### src/hdl/rrts_pkg.sv
// ----------------------------------------------------------------------------
// rrts_pkg
// Shared types and codes for the round-robin thread slot scheduler: slot
// states, request modes, sequencer states and the default slot count.
// ----------------------------------------------------------------------------
package rrts_pkg;

	// default number of thread slots
	localparam int unsigned SLOTS_DEFAULT = 8;

	// request mode codes
	localparam logic [1:0] MODE_START = 2'd0;
	localparam logic [1:0] MODE_KILL  = 2'd1;
	localparam logic [1:0] MODE_SCHED = 2'd2;

	// state of one thread slot
	typedef enum logic [1:0] {
		SLOT_FREE    = 2'd0,
		SLOT_WAITING = 2'd1,
		SLOT_RUNNING = 2'd2
	} slot_state_t;

	// sequencer states
	typedef enum logic [1:0] {
		SEQ_IDLE,
		SEQ_SCAN,
		SEQ_RETIRE,
		SEQ_DONE
	} seq_state_t;

endpackage

### src/hdl/rrts_slot_ram.sv
// ----------------------------------------------------------------------------
// rrts_slot_ram
// Slot state table: one write port, one read port with registered data.
// A valid bit per entry makes every entry read as free after reset.
// ----------------------------------------------------------------------------
module rrts_slot_ram #(
	parameter int unsigned SLOTS = rrts_pkg::SLOTS_DEFAULT,
	parameter int unsigned AW    = $clog2(SLOTS)
) (
	input  logic                  clk,
	input  logic                  arst_n,
	input  logic                  rd_en,
	input  logic [AW-1:0]         rd_addr,
	output rrts_pkg::slot_state_t rd_data,
	input  logic                  wr_en,
	input  logic [AW-1:0]         wr_addr,
	input  rrts_pkg::slot_state_t wr_data
);
	import rrts_pkg::*;

	slot_state_t              mem [SLOTS];
	logic        [SLOTS-1:0]  valid_q;
	slot_state_t              rd_raw_s1;
	logic                     rd_vld_s1;

	// storage write and registered read
	always_ff @(posedge clk) begin
		if (wr_en) begin
			mem[wr_addr] <= wr_data;
		end
		if (rd_en) begin
			rd_raw_s1 <= mem[rd_addr];
		end
	end

	// written marks, cleared at reset
	always_ff @(posedge clk or negedge arst_n) begin
		if (!arst_n) begin
			valid_q   <= '0;
			rd_vld_s1 <= 1'b0;
		end else begin
			if (wr_en) begin
				valid_q[wr_addr] <= 1'b1;
			end
			if (rd_en) begin
				rd_vld_s1 <= valid_q[rd_addr];
			end
		end
	end

	// never-written entries read as free
	assign rd_data = rd_vld_s1 ? rd_raw_s1 : SLOT_FREE;

endmodule

### src/hdl/round_robin_thread_slot_scheduler.sv
// ----------------------------------------------------------------------------
// round_robin_thread_slot_scheduler
// Thread slot table with claim, free and round-robin schedule requests.
// Input channel (in_valid/in_ready) carries mode and slot; output channel
// (out_valid/out_ready) returns status, slot_out, current_slot_out and
// current_valid, one result per request, in order.
// A kill or an unknown mode goes straight from idle to the final state.
// A start or schedule walks the slot table one entry per cycle through the
// single read port of the table memory, and it passes through a retire step
// when a running slot is sent back to waiting.
// One request is in progress at a time; the next is taken as soon as the
// previous result sits in the output register, even while it is stalled.
// A stalled receiver holds the result register and, once a second result is
// ready, the sequencer waits in its final state and stops taking requests.
// Reset empties the output, marks every slot free and clears the current
// slot; no clearing pass is needed, the block takes requests right away.
// ----------------------------------------------------------------------------
module round_robin_thread_slot_scheduler #(
	parameter int unsigned SLOTS = rrts_pkg::SLOTS_DEFAULT
) (
	input  logic       clk,
	input  logic       arst_n,
	input  logic       in_valid,
	output logic       in_ready,
	input  logic [1:0] mode,
	input  logic [2:0] slot,
	output logic       out_valid,
	input  logic       out_ready,
	output logic       status,
	output logic [2:0] slot_out,
	output logic [2:0] current_slot_out,
	output logic       current_valid
);
	import rrts_pkg::*;

	localparam int unsigned SW = $clog2(SLOTS);
	localparam int unsigned CW = $clog2(SLOTS + 1);

	seq_state_t    state_q, state_d;
	logic [1:0]    mode_q;
	logic [SW-1:0] rd_addr_q;
	logic [CW-1:0] left_q;
	logic [SW-1:0] addr_s1;
	logic          chk_s1;
	logic          res_status_q;
	logic [SW-1:0] res_slot_q;
	logic [SW-1:0] cur_q;
	logic [SW-1:0] old_cur_q;
	logic          has_cur_q;
	logic          cur_run_q;
	logic          out_valid_q;
	logic          status_q;
	logic [2:0]    slot_out_q;
	logic [2:0]    cur_out_q;
	logic          cur_valid_q;

	logic          in_fire;
	logic          out_free;
	logic [SW+2:0] slot_ext;
	logic [SW-1:0] kill_addr;
	logic          kill_ok;
	logic [SW-1:0] next_rd_addr;
	logic [SW-1:0] sched_first;
	logic          rd_en;
	slot_state_t   rd_data;
	slot_state_t   target;
	logic          found;
	logic          wr_en;
	logic [SW-1:0] wr_addr;
	slot_state_t   wr_data;
	logic [SW+2:0] res_slot_ext;
	logic [SW+2:0] cur_ext;

	// handshake and request decode
	assign in_ready  = (state_q == SEQ_IDLE);
	assign in_fire   = in_valid && in_ready;
	assign out_free  = !out_valid_q || out_ready;
	assign slot_ext  = {{SW{1'b0}}, slot};
	assign kill_addr = slot_ext[SW-1:0];
	assign kill_ok   = (slot_ext < (SW + 3)'(SLOTS));

	// round-robin address stepping
	assign next_rd_addr = (rd_addr_q == SW'(SLOTS - 1)) ? '0 : rd_addr_q + 1'b1;
	assign sched_first  = (cur_q == SW'(SLOTS - 1)) ? '0 : cur_q + 1'b1;

	// scan match against the slot state sought
	assign target = (mode_q == MODE_START) ? SLOT_FREE : SLOT_WAITING;
	assign found  = (state_q == SEQ_SCAN) && chk_s1 && (rd_data == target);
	assign rd_en  = (state_q == SEQ_SCAN) && (left_q != '0) && !found;

	// slot table
	rrts_slot_ram #(
		.SLOTS (SLOTS),
		.AW    (SW)
	) u_ram (
		.clk     (clk),
		.arst_n  (arst_n),
		.rd_en   (rd_en),
		.rd_addr (rd_addr_q),
		.rd_data (rd_data),
		.wr_en   (wr_en),
		.wr_addr (wr_addr),
		.wr_data (wr_data)
	);

	// next state
	always_comb begin
		state_d = state_q;
		unique case (state_q)
			SEQ_IDLE: begin
				if (in_fire) begin
					if (mode == MODE_START || mode == MODE_SCHED) begin
						state_d = SEQ_SCAN;
					end else begin
						state_d = SEQ_DONE;
					end
				end
			end
			SEQ_SCAN: begin
				if (found) begin
					if (mode_q == MODE_SCHED && has_cur_q && cur_run_q) begin
						state_d = SEQ_RETIRE;
					end else begin
						state_d = SEQ_DONE;
					end
				end else if (!chk_s1 && left_q == '0) begin
					state_d = SEQ_DONE;
				end
			end
			SEQ_RETIRE: begin
				state_d = SEQ_DONE;
			end
			SEQ_DONE: begin
				if (out_free) begin
					state_d = SEQ_IDLE;
				end
			end
			default: begin
				state_d = SEQ_IDLE;
			end
		endcase
	end

	// table writes per state
	always_comb begin
		wr_en   = 1'b0;
		wr_addr = addr_s1;
		wr_data = SLOT_FREE;
		unique case (state_q)
			SEQ_IDLE: begin
				if (in_fire && mode == MODE_KILL && kill_ok) begin
					wr_en   = 1'b1;
					wr_addr = kill_addr;
					wr_data = SLOT_FREE;
				end
			end
			SEQ_SCAN: begin
				if (found) begin
					wr_en   = 1'b1;
					wr_addr = addr_s1;
					wr_data = (mode_q == MODE_START) ? SLOT_WAITING : SLOT_RUNNING;
				end
			end
			SEQ_RETIRE: begin
				wr_en   = 1'b1;
				wr_addr = old_cur_q;
				wr_data = SLOT_WAITING;
			end
			SEQ_DONE: begin
				wr_en = 1'b0;
			end
			default: begin
				wr_en = 1'b0;
			end
		endcase
	end

	// sequencer and scheduler state
	always_ff @(posedge clk or negedge arst_n) begin
		if (!arst_n) begin
			state_q   <= SEQ_IDLE;
			chk_s1    <= 1'b0;
			cur_q     <= '0;
			has_cur_q <= 1'b0;
			cur_run_q <= 1'b0;
		end else begin
			state_q <= state_d;
			chk_s1  <= rd_en;
			if (in_fire && mode == MODE_KILL && kill_ok && has_cur_q && kill_addr == cur_q) begin
				cur_run_q <= 1'b0;
			end
			if (found && mode_q == MODE_SCHED) begin
				cur_q     <= addr_s1;
				has_cur_q <= 1'b1;
				cur_run_q <= 1'b1;
			end
		end
	end

	// request and scan datapath
	always_ff @(posedge clk) begin
		if (rd_en) begin
			addr_s1   <= rd_addr_q;
			rd_addr_q <= next_rd_addr;
			left_q    <= left_q - 1'b1;
		end
		if (in_fire) begin
			mode_q       <= mode;
			res_slot_q   <= '0;
			res_status_q <= (mode == MODE_KILL) ? !kill_ok : 1'b1;
			if (mode == MODE_SCHED && has_cur_q) begin
				rd_addr_q <= sched_first;
				left_q    <= CW'(SLOTS - 1);
			end else begin
				rd_addr_q <= '0;
				left_q    <= CW'(SLOTS);
			end
		end
		if (found) begin
			res_status_q <= 1'b0;
			res_slot_q   <= addr_s1;
			old_cur_q    <= cur_q;
		end
	end

	// result register
	assign res_slot_ext = {3'b000, res_slot_q};
	assign cur_ext      = {3'b000, cur_q};

	always_ff @(posedge clk or negedge arst_n) begin
		if (!arst_n) begin
			out_valid_q <= 1'b0;
		end else if (state_q == SEQ_DONE && out_free) begin
			out_valid_q <= 1'b1;
		end else if (out_ready) begin
			out_valid_q <= 1'b0;
		end
	end

	always_ff @(posedge clk) begin
		if (state_q == SEQ_DONE && out_free) begin
			status_q    <= res_status_q;
			slot_out_q  <= res_slot_ext[2:0];
			cur_out_q   <= cur_ext[2:0];
			cur_valid_q <= has_cur_q;
		end
	end

	assign out_valid        = out_valid_q;
	assign status           = status_q;
	assign slot_out         = slot_out_q;
	assign current_slot_out = cur_out_q;
	assign current_valid    = cur_valid_q;

endmodule
### config.mk
export PLATFORM = sky130hd
export DESIGN_NAME = round_robin_thread_slot_scheduler
export DESIGN_NICKNAME = d
export VERILOG_FILES = /design/src/hdl/rrts_pkg.sv /design/src/hdl/rrts_slot_ram.sv /design/src/hdl/round_robin_thread_slot_scheduler.sv
export SDC_FILE = /design/constraint.sdc
export NUM_CORES = 1
export LEC_CHECK = 0
export BUFFER_PORTS_ARGS = -buffer_cell sky130_fd_sc_hd__buf_4
export CORE_ASPECT_RATIO = 1.75
export CORE_MARGIN = 2
export CORE_UTILIZATION = 50
export DETAILED_ROUTE_END_ITERATION = 8
export GPL_TIMING_DRIVEN = 0
export PLACE_DENSITY = 0.71
export SLEW_MARGIN = 10
export SYNTH_ARGS = -nofsm -noshare
export SYNTH_HDL_FRONTEND = slang
export SYNTH_HIERARCHICAL = 1
export SYNTH_SLANG_ARGS = --single-unit
### constraint.sdc
create_clock -name clk -period 2.7 [get_ports clk]
set_clock_uncertainty 0.05 [all_clocks]
set_input_delay 0.135 -clock clk [delete_from_list [all_inputs] [get_ports clk]]
set_output_delay 0.135 -clock clk [all_outputs]
set_load 0.005 [all_outputs]
== Yosys cells after proc, flatten, opt, wreduce, memory -nomap -nowiden ==
Memories as Yosys holds them, arrays and structs flattened. A register that Yosys moved wholly into a read port is not among the register bits.
Cells that the tools add are included.

* Logic and storage cells: 111
* Register bits after elaboration: 45
* Memory bits (writable): 16
* Input port bits: 9
* Output and inout bits: 10
* Memories: 1

{| class="wikitable"
|+ Memory list
! memory !! words !! width !! read ports !! clocked after Yosys merged registers in !! write ports !! RTL line !! text
|-
| u_ram.mem || 8 || 2 || 1 || 1 || 1 || rrts_slot_ram.sv:21 || <nowiki>slot_state_t mem [SLOTS];</nowiki>
|}

* Reductions and logical operators: 32
* Add/subtract/negate cells: 3
* Mux-type cells: 38
* Magnitude comparators: 4
* Bitwise operators: 1
* Equal/unequal tests: 13

{| class="wikitable"
|+ Operators with widths
! cell !! number
|-
| 3-bit 2-to-1 mux || 8
|-
| 1-bit logical AND || 16
|-
| 2-bit 2-to-1 mux || 8
|-
| 1-bit 2-to-1 mux || 13
|-
| 3-bit by 4-bit less-than comparator with 1-bit output (second input constant) || 3
|-
| 4-bit 2-to-1 mux || 3
|-
| 2-bit equality test (second input constant) || 4
|-
| 8-bit bitwise OR || 1
|-
| 2-bit one-hot mux with 4 select lines || 1
|-
| 2-bit nonzero test || 4
|-
| 3-bit by 1-bit adder with 3-bit output (second input constant) || 2
|-
| 3-bit equality test (second input constant) || 2
|-
| 2-bit zero test || 3
|-
| 3-bit one-hot mux with 2 select lines || 1
|-
| 2-bit by 1-bit equality test with 1-bit output (second input constant) || 2
|-
| 1-bit zero test || 4
|-
| 4-bit zero test || 1
|-
| 1-bit one-hot mux with 4 select lines || 1
|-
| 2-bit one-hot mux with 2 select lines || 1
|-
| 4-bit nonzero test || 1
|-
| 4-bit by 1-bit subtractor with 4-bit output (second input constant) || 1
|-
| 1-bit binary-select mux with 3-bit select || 1
|-
| 1-bit demux with 3-bit select || 1
|-
| 3-bit equality test || 1
|-
| other kinds (7) || 8
|}

== Longest topological paths before layout ==
Gate-level depths: netlist of run 1.

* Word-level depth: 11
* Depth in mapped cells: 10
* Mapped depth without buffers: 9

== Cells and area by module ==
The synthesis of run 1 kept the hierarchy.

{| class="wikitable"
|+ By module, submodules not included
! module !! seq. area each (µm²) !! times used !! area each (µm²) !! cells an instance
|-
| round_robin_thread_slot_scheduler || 1026.0 || 1 || 1699.1 || 129
|-
| rrts_slot_ram || 765.7 || 1 || 1098.6 || 64
|}

== Worst setup path after synthesis of run 1 ==
OpenSTA, ideal clock, no wires.

* Path kind: register to register
* Start: reg state_q[0]
* End: mem u_ram/mem[0][0] (netlist name), enable pin
* Path buffers: 1
* Cell stages (with the launch flop): 9
* Required time: 2.314 ns
* Period minus slack after synthesis: 2.305 ns
* Setup time: 0.336 ns
* Path slack: 0.395 ns
* Data arrival time: 1.919 ns
* Path through: dfrtp_1 inv_1 ha_1 and4b_1 clkbuf_1 mux2i_1 o21ai_0 nand2b_1 nor3_1

* Elaborated cells on any way between the ends: 16
* Those cells by class: eq/ne: 3; mux: 7; reduce/logical: 6

{| class="wikitable"
|+ RTL lines
! item !! RTL line !! text
|-
| from (decl) || round_robin_thread_slot_scheduler.sv:39 || <nowiki>seq_state_t state_q, state_d;</nowiki>
|-
| from (signal assigned) || round_robin_thread_slot_scheduler.sv:187 || <nowiki>state_q <= state_d;</nowiki>
|-
| 2-bit zero test (*) || round_robin_thread_slot_scheduler.sv:75 || <nowiki>assign in_ready = (state_q == SEQ_IDLE);</nowiki>
|-
| named net in_ready || round_robin_thread_slot_scheduler.sv:24 || <nowiki>output logic in_ready,</nowiki>
|-
| 1-bit logical AND || round_robin_thread_slot_scheduler.sv:76 || <nowiki>assign in_fire = in_valid && in_ready;</nowiki>
|-
| 1-bit logical AND (2 in series) || round_robin_thread_slot_scheduler.sv:151 || <nowiki>if (in_fire && mode == MODE_KILL && kill_ok) begin</nowiki>
|-
| 3-bit 2-to-1 mux || round_robin_thread_slot_scheduler.sv:151 ||
|-
| 3-bit one-hot mux with 2 select lines (*) || round_robin_thread_slot_scheduler.sv:149 || <nowiki>unique case (state_q)</nowiki>
|-
| named net wr_addr[1] || round_robin_thread_slot_scheduler.sv:69 || <nowiki>logic [SW-1:0] wr_addr;</nowiki>
|-
| to (decl) || rrts_slot_ram.sv:21 ||
|}

The timed path passes the listed nets; every way through them passes the cells marked *.

== Worst setup path after layout of run 1 ==
* Start: reg state_q[0]
* End: mem u_ram/mem[0][1] (netlist name), enable pin

* Elaborated cells on any way between the ends: 16
* Those cells by class: eq/ne: 3; mux: 7; reduce/logical: 6

{| class="wikitable"
|+ RTL lines
! item !! RTL line
|-
| 2-bit zero test || round_robin_thread_slot_scheduler.sv:75, round_robin_thread_slot_scheduler.sv:149
|-
| 1-bit logical AND || round_robin_thread_slot_scheduler.sv:76
|-
| 1-bit logical AND (2 in series) || round_robin_thread_slot_scheduler.sv:151
|-
| 3-bit 2-to-1 mux || round_robin_thread_slot_scheduler.sv:151
|-
| 3-bit one-hot mux with 2 select lines (*) || round_robin_thread_slot_scheduler.sv:149
|-
| named net wr_addr[1] || round_robin_thread_slot_scheduler.sv:69
|}

Marks and branches as above.

==> results of run 1 <==
[registers in the layout, indices dropped and copies added (netlist names), 2 cells and up]
name,cells
state_q,2
mode_q,2
u_ram/mem,16
rd_addr_q,3
left_q,4
u_ram/valid_q,8
old_cur_q,3
addr_s1,3
current_slot_out,3
cur_q,3
slot_out,3
u_ram/rd_raw_s1,2
res_slot_q,3
[path summary, 6_finish.rpt]
kind	slack [ns]	endpoint	depth (start not counted)	start
setup / recovery	0.20	u_ram/mem[0][1]$_DFFE_PP_	7	state_q[0]$_DFFE_PN0P_
hold / removal	0.04	out_valid$_DFFE_PN0P_	3	out_ready
setup reg to reg	0.20	u_ram/mem[0][1]$_DFFE_PP_	7	state_q[0]$_DFFE_PN0P_
hold reg to reg	0.37	slot_out[0]$_DFFE_PP_	0	res_slot_q[0]$_SDFFCE_PN0P_
max in group asynchronous	2.21	u_ram/valid_q[3]$_DFFE_PN0P_	2	arst_n
min in group asynchronous	0.17	chk_s1$_DFF_PN0_	2	arst_n
[where the power goes]
| group | total, W | switching (W) | leakage [nW] | internal (W) |
|---|---|---|---|---|
| Combinational | 0.00123 | 0.000663 | 0.553 | 0.000568 |
| Sequential | 0.00165 | 0.000200 | 0.627 | 0.00145 |
| Clock | 0.000656 | 0.000331 | 0.0741 | 0.000325 |
[synthesized netlist by cell type (3+ instances only)]
library cell  number  share of area (%)
edfxtp_1          44                 47
dfrtp_1           18                 16
o21ai_0           11                2.0
ha_1              10                4.5
inv_1             10                1.3
mux2i_1           10                3.6
nor2_1            10                1.3
or2_2              9                2.0
nand2_1            8                1.1
nor3_1             7                1.3
and2_1             6                1.3
nand2b_1           5                1.1
xnor2_1            5                1.6
a22oi_1            3               0.80
mux2_1             3                1.2
mux4_1             3                2.8
or3_1              3               0.67
[final cells by class]
| class | count | area, um^2 |
|---|---|---|
| clock inverter | 3 | 11.3 |
| buffer | 2 | 22.5 |
| fill | 471 | 2270 |
| sequential | 63 | 1790 |
| multi-input combinational | 117 | 963 |
| timing repair buffer | 21 | 165 |
| tap | 76 | 95.1 |
| inverter | 10 | 37.5 |
| clock buffer | 13 | 139 |
[worst max-delay path, cell delays in order (launching register included)]
cell and delay (ns):
dfrtp_1 0.44, inv_1 0.16, ha_1 0.33, and4b_2 0.38, mux2i_1 0.20, o21ai_0 0.13
nand2b_1 0.24, nor3_2 0.25
[metrics by stage]
step | setup TNS, ns | instance area (um^2) | hold WS, ns | utilization, % | cells
global placement | -0.791 | 3030 | -0.0202 | 55.1 | 287
detailed placement | -1.34 | 3030 | -0.0156 | 55.1 | 287
global route | 0 | 3230 | 0.0443 | 58.7 | 305
CTS | -0.0532 | 3220 | 0.0300 | 58.5 | 306
finish | 0 | 3230 | 0.0422 | 58.7 | 305
floorplan | 0 | 2800 | -0.211 | - | 193
[cell families after synthesis]
kind of cell,Yosys count,share of synthesized area (%)
xor+xnor,5,1.57
simple gates,57,11.4
buf+inv,13,2.28
fa+ha+maj,10,4.47
compound gates,25,6.17
mux,20,10.0
flops,63,64.0
[timing repair]
action | in CTS | in global routing
pin swaps | 0 | 0
hold buffers | 3 | 0
endpoints found under the hold margin | 20 | 0
gates resized for setup | 4 | 6
setup endpoints to repair | 24 | 31
[layer usage]
layer  vias up  global-route usage, %
li1        777                      -
met1       816                   19.9
met2        33                   35.8
met3        11                   7.15
met4         0                   8.19
met5         -                      0
==> flow_metrics.py, run 1 <==
metrics = {
    "finish": {
        "final_common_cell": "edfxtp_1",
        "final_cell_mix": "44 x edfxtp_1, 18 x dfrtp_1, 18 x buf_4",
        "fin_nets": 243,
        "diodes": 0,
        "areaGrowthSynthToFinish_pct": 15.3,
        "drive_gt1_share_pct": 22.7,
    },
    "worst_setup_path": {
        "cp-start-kind": "register",
        "crit_type": "register to register",
        "arrival_ns": 2.47,
        "end_kind": "register",
        "crit_required_ns": 2.67,
        "cp_max_fo": 6,
    },
    "pwr": {
        "cellPowerDensity_mw_per_mm2": 1100,
        "max-vdd-ir-drop_uv": 411,
        "p_total_w": 0.00354,
        "p_leak_nw": 1.25,
    },
    "drt": {
        "top_layer_used": "met4",
        "dr.first_iter.drc_count": 96,
        "drtPass1Iterations": 4,
        "dr_wl_met3_um": 190,
        "vias": 1637,
        "drt-total-wl_um": 5380,
        "drt-met1-wl_um": 2000,
        "via_per_inst": 5.37,
        "routedWlPerCell_um": 17.7,
        "wl_met2_um": 3060,
        "ant_nets": 0,
        "route.detailed.drc": 0,
    },
    "synthesis": {
        "synth-seq-cells": 63,
        "yosys_most_used_dff": "edfxtp_1",
        "syn_area_mm2": 0.00280,
        "synth_edf_count": 44,
        "postSynthAreaPerCell_um2": 14.5,
        "synth_cell_types": 39,
        "synthCells": 193,
        "yosys_warnings": 6,
        "yosysSeqAreaShare_pct": 64.0,
        "synth_fp_nets": 212,
        "ys_async_sr_fraction_pct": 28.6,
    },
    "place": {
        "port-buffer-count": 18,
        "dp_slack_ns": -0.105,
        "gp_congestion": 0.775,
        "dp_hpwl_um": 3940,
    },
    "die": {
        "placeableCoreArea_mm2": 0.00550,
        "dieArea_mm2": 0.00623,
        "die_w_um": 60.5,
        "fp.dieH_um": 103,
        "rows": 36,
        "ios": 19,
        "start_util_pct": 50.9,
    },
    "worst_hold_path": {
        "hold_path.class": "input port to register",
    },
    "status": {
        "status": "completed",
    },
    "global_route": {
        "grt_usage_pct": 19.8,
        "grt_pass1_wl_um": 8400,
        "grt_pass1_vias": 1638,
        "antenna_found_initial": 0,
        "grt_max_degree": 19,
        "grt_remaining_overflow": 0,
    },
    "sta": {
        "relSlewSlack_pct": 56.2,
        "hold_viol": 0,
        "worst_pin_slew_ns": 0.654,
        "fmax_mhz": 400,
        "rsz0062_at_grt": "true",
        "finalCritPeriodShare_pct": 92.5,
        "min_period_ns": 2.50,
        "final_max_slew_viol_count": 0,
        "setup_ws_ns": 0.201,
        "setup_viol": 0,
    },
    "clock_tree": {
        "cts_buffers": 9,
        "clock_latency_ns": 0.34,
        "cts_sinks": 63,
        "clkSlewWorstSetupHoldPaths_ns": 0.06,
        "root_buffer": "clkbuf_8",
        "post_cts_buffers": 0,
        "tritoncts": "done",
        "htree_levels": 3,
        "clockBufferDepth": 2,
    },
    "job": {
        "cap_violations": 0,
    },
}
No activity file was read; power rests on OpenSTA's default activity.
==> inputs of run 2 (changes only) <==
--- a/config.mk
+++ b/config.mk
@@ -11,2 +11,3 @@
 export CORE_UTILIZATION = 50
+export CTS_CLUSTER_SIZE = 20
 export DETAILED_ROUTE_END_ITERATION = 8
==> constraint.sdc (replaced) <==
create_clock -name clk -period 2.7 [get_ports clk]
set_clock_uncertainty 0.05 [all_clocks]
set_input_delay 0.675 -clock clk [delete_from_list [all_inputs] [get_ports clk]]
set_output_delay 0.675 -clock clk [all_outputs]
set_load 0.005 [all_outputs]
==> run 2 against run 1 <==
- highest routed layer unchanged
- sequential power about the same
- utilization decreased by 0.55 points
- setup slack improved by 0.015 ns
- non-clock buffer count decreased by 3
- largest cell class unchanged
- fmax increased by 0.62%
- flip-flop and latch count unchanged
==> flow_metrics.py, run 2 (synthesis gave the netlist of run 1 again) <==
metrics = {
    "place": {
        "dp_hpwl_um": 3940,
        "dp_cells": 287,
        "port-buffer-count": 18,
        "gp_congestion": 0.775,
    },
    "status": {
        "status": "completed",
    },
    "drt": {
        "via_per_inst": 5.35,
        "vias": 1616,
        "drt-total-wl_um": 5300,
        "dr.first_iter.drc_count": 115,
        "routedWlPerCell_um": 17.5,
        "ant_nets": 0,
        "route.detailed.drc": 0,
        "drtPass1Iterations": 4,
    },
    "finish": {
        "drive_gt1_share_pct": 23.0,
        "register_area_mm2": 0.00179,
        "fin_nets": 240,
        "multi_input_area_um2": 963,
        "largest_reg_flops": 16,
        "instances_no_fill": 302,
        "diodes": 0,
        "reg.largest.list": "u_ram/mem (16), u_ram/valid_q (8), left_q (4)",
        "final_common_cell": "edfxtp_1",
        "final_core_util_pct": 58.2,
        "final_cell_mix": "44 x edfxtp_1, 18 x dfrtp_1, 18 x buf_4",
        "fillers": 473,
        "areaGrowthSynthToFinish_pct": 14.2,
        "largest_register": "u_ram/mem",
    },
    "pwr": {
        "max-vdd-ir-drop_uv": 411,
        "cellPowerDensity_mw_per_mm2": 1100,
        "p_total_w": 0.00353,
        "p_leak_nw": 1.24,
    },
    "clock_tree": {
        "cts_sinks": 63,
        "tritoncts": "done",
        "hold_buffers": 0,
        "clkSlewWorstSetupHoldPaths_ns": 0.06,
        "post_cts_buffers": 0,
        "htree_levels": 3,
        "cts_buffers": 9,
        "root_buffer": "clkbuf_8",
        "clock_latency_ns": 0.34,
        "clockBufferDepth": 2,
    },
    "worst_setup_path": {
        "r2r_slack_ns": 0.22,
        "cp_max_fo": 6,
        "crit_type": "register to register",
        "crit_required_ns": 2.67,
        "reg2regPathDepth": 7,
        "r2r_end": "u_ram/mem[0][1]$_DFFE_PP_",
        "end_kind": "register",
        "timing.rr.start": "state_q[0]$_DFFE_PN0P_",
        "arrival_ns": 2.45,
        "cp-start-kind": "register",
    },
    "die": {
        "die_w_um": 60.5,
        "placeableCoreArea_mm2": 0.00550,
        "rows": 36,
        "fp.dieH_um": 103,
        "ios": 19,
        "start_util_pct": 50.9,
        "dieArea_mm2": 0.00623,
    },
    "sta": {
        "worst_pin_slew_ns": 0.646,
        "finalSetupTns_ns": 0,
        "fmax_mhz": 403,
        "rsz0062_at_grt": "false",
        "relSlewSlack_pct": 56.6,
        "holdWs_ns": 0.157,
        "final_max_slew_viol_count": 0,
        "min_period_ns": 2.48,
        "finalCritPeriodShare_pct": 92.0,
        "setup_viol": 0,
        "hold_viol": 0,
    },
    "global_route": {
        "grt_max_degree": 19,
        "antenna_found_initial": 0,
        "grt_remaining_overflow": 0,
        "grt_pass1_vias": 1620,
        "grt_usage_pct": 19.7,
        "grt_pass1_wl_um": 8340,
    },
    "job": {
        "cap_violations": 0,
    },
    "worst_hold_path": {
        "hold_path.class": "input port to asynchronous set/reset pin",
    },
}
[run 2: changes by cell type in the layout (fill, tap and decap cells not counted), sizes merged]
cell | previous run | this run
dlygate4sd3 | 3 | 0
[run 2: worst max-delay path by stage]
| stage | to | cells after the start | slack (ns) | startpoint |
|---|---|---|---|---|
| 2_1_floorplan | u_ram/mem[0][0]$_DFFE_PP_ | 8 | 0.39 | state_q[0]$_DFFE_PN0P_ |
| 3_3_place_gp | u_ram/mem[7][1]$_DFFE_PP_ | 8 | -0.08 | state_q[0]$_DFFE_PN0P_ |
| 3_5_place_dp | u_ram/mem[6][1]$_DFFE_PP_ | 8 | -0.10 | state_q[0]$_DFFE_PN0P_ |
| 4_1_cts | u_ram/mem[2][1]$_DFFE_PP_ | 8 | -0.03 | state_q[0]$_DFFE_PN0P_ |
| 5_1_grt | u_ram/mem[6][1]$_DFFE_PP_ | 7 | 0.02 | state_q[0]$_DFFE_PN0P_ |
| 6_report | u_ram/mem[0][1]$_DFFE_PP_ | 7 | 0.22 | state_q[0]$_DFFE_PN0P_ |
[run 2: worst max-delay path, stage by stage (launching register included)]
cell	delay (ns)
dfrtp_1	0.43
inv_1	0.16
ha_1	0.33
and4b_2	0.39
mux2i_1	0.20
o21ai_0	0.13
nand2b_1	0.24
nor3_2	0.25
[run 2: repair_timing]
item,CTS,global route
endpoints found under the hold margin,0,0
gates resized for setup,4,6
setup endpoints to repair,24,31
[run 2: per-stage QoR]
stage / setup WS [ns] / cell area [um^2]
floorplan: 0.395 / 2800
finish: 0.217 / 3200
global placement: -0.0752 / 3030
CTS: -0.0282 / 3190
detailed placement: -0.105 / 3030
global route: 0.0177 / 3200
[run 2: layer usage]
layer | up-vias | global-route usage, % | wire (um)
li1 | 771 | - | -
met1 | 794 | 19.7 | 1910
met2 | 38 | 35.5 | 3030
met3 | 13 | 7.28 | 215
met4 | 0 | 8.19 | 134
met5 | - | 0 | 0
[run 2: layout make-up]
class / instances / area share [%]
flip-flops and latches: 63 / 56.1
multi-input cells: 117 / 30.1
clock buffers: 13 / 4.35
repair buffers: 18 / 4.23
well taps: 76 / 2.98
inverters: 10 / 1.17
plain buffers: 2 / 0.705
clock inverters: 3 / 0.352
[run 2: where the power goes]
group | internal [W] | switching, W | total (W)
sequential | 0.00145 | 0.000200 | 0.00165
combinational | 0.000565 | 0.000660 | 0.00123
clock | 0.000325 | 0.000328 | 0.000653
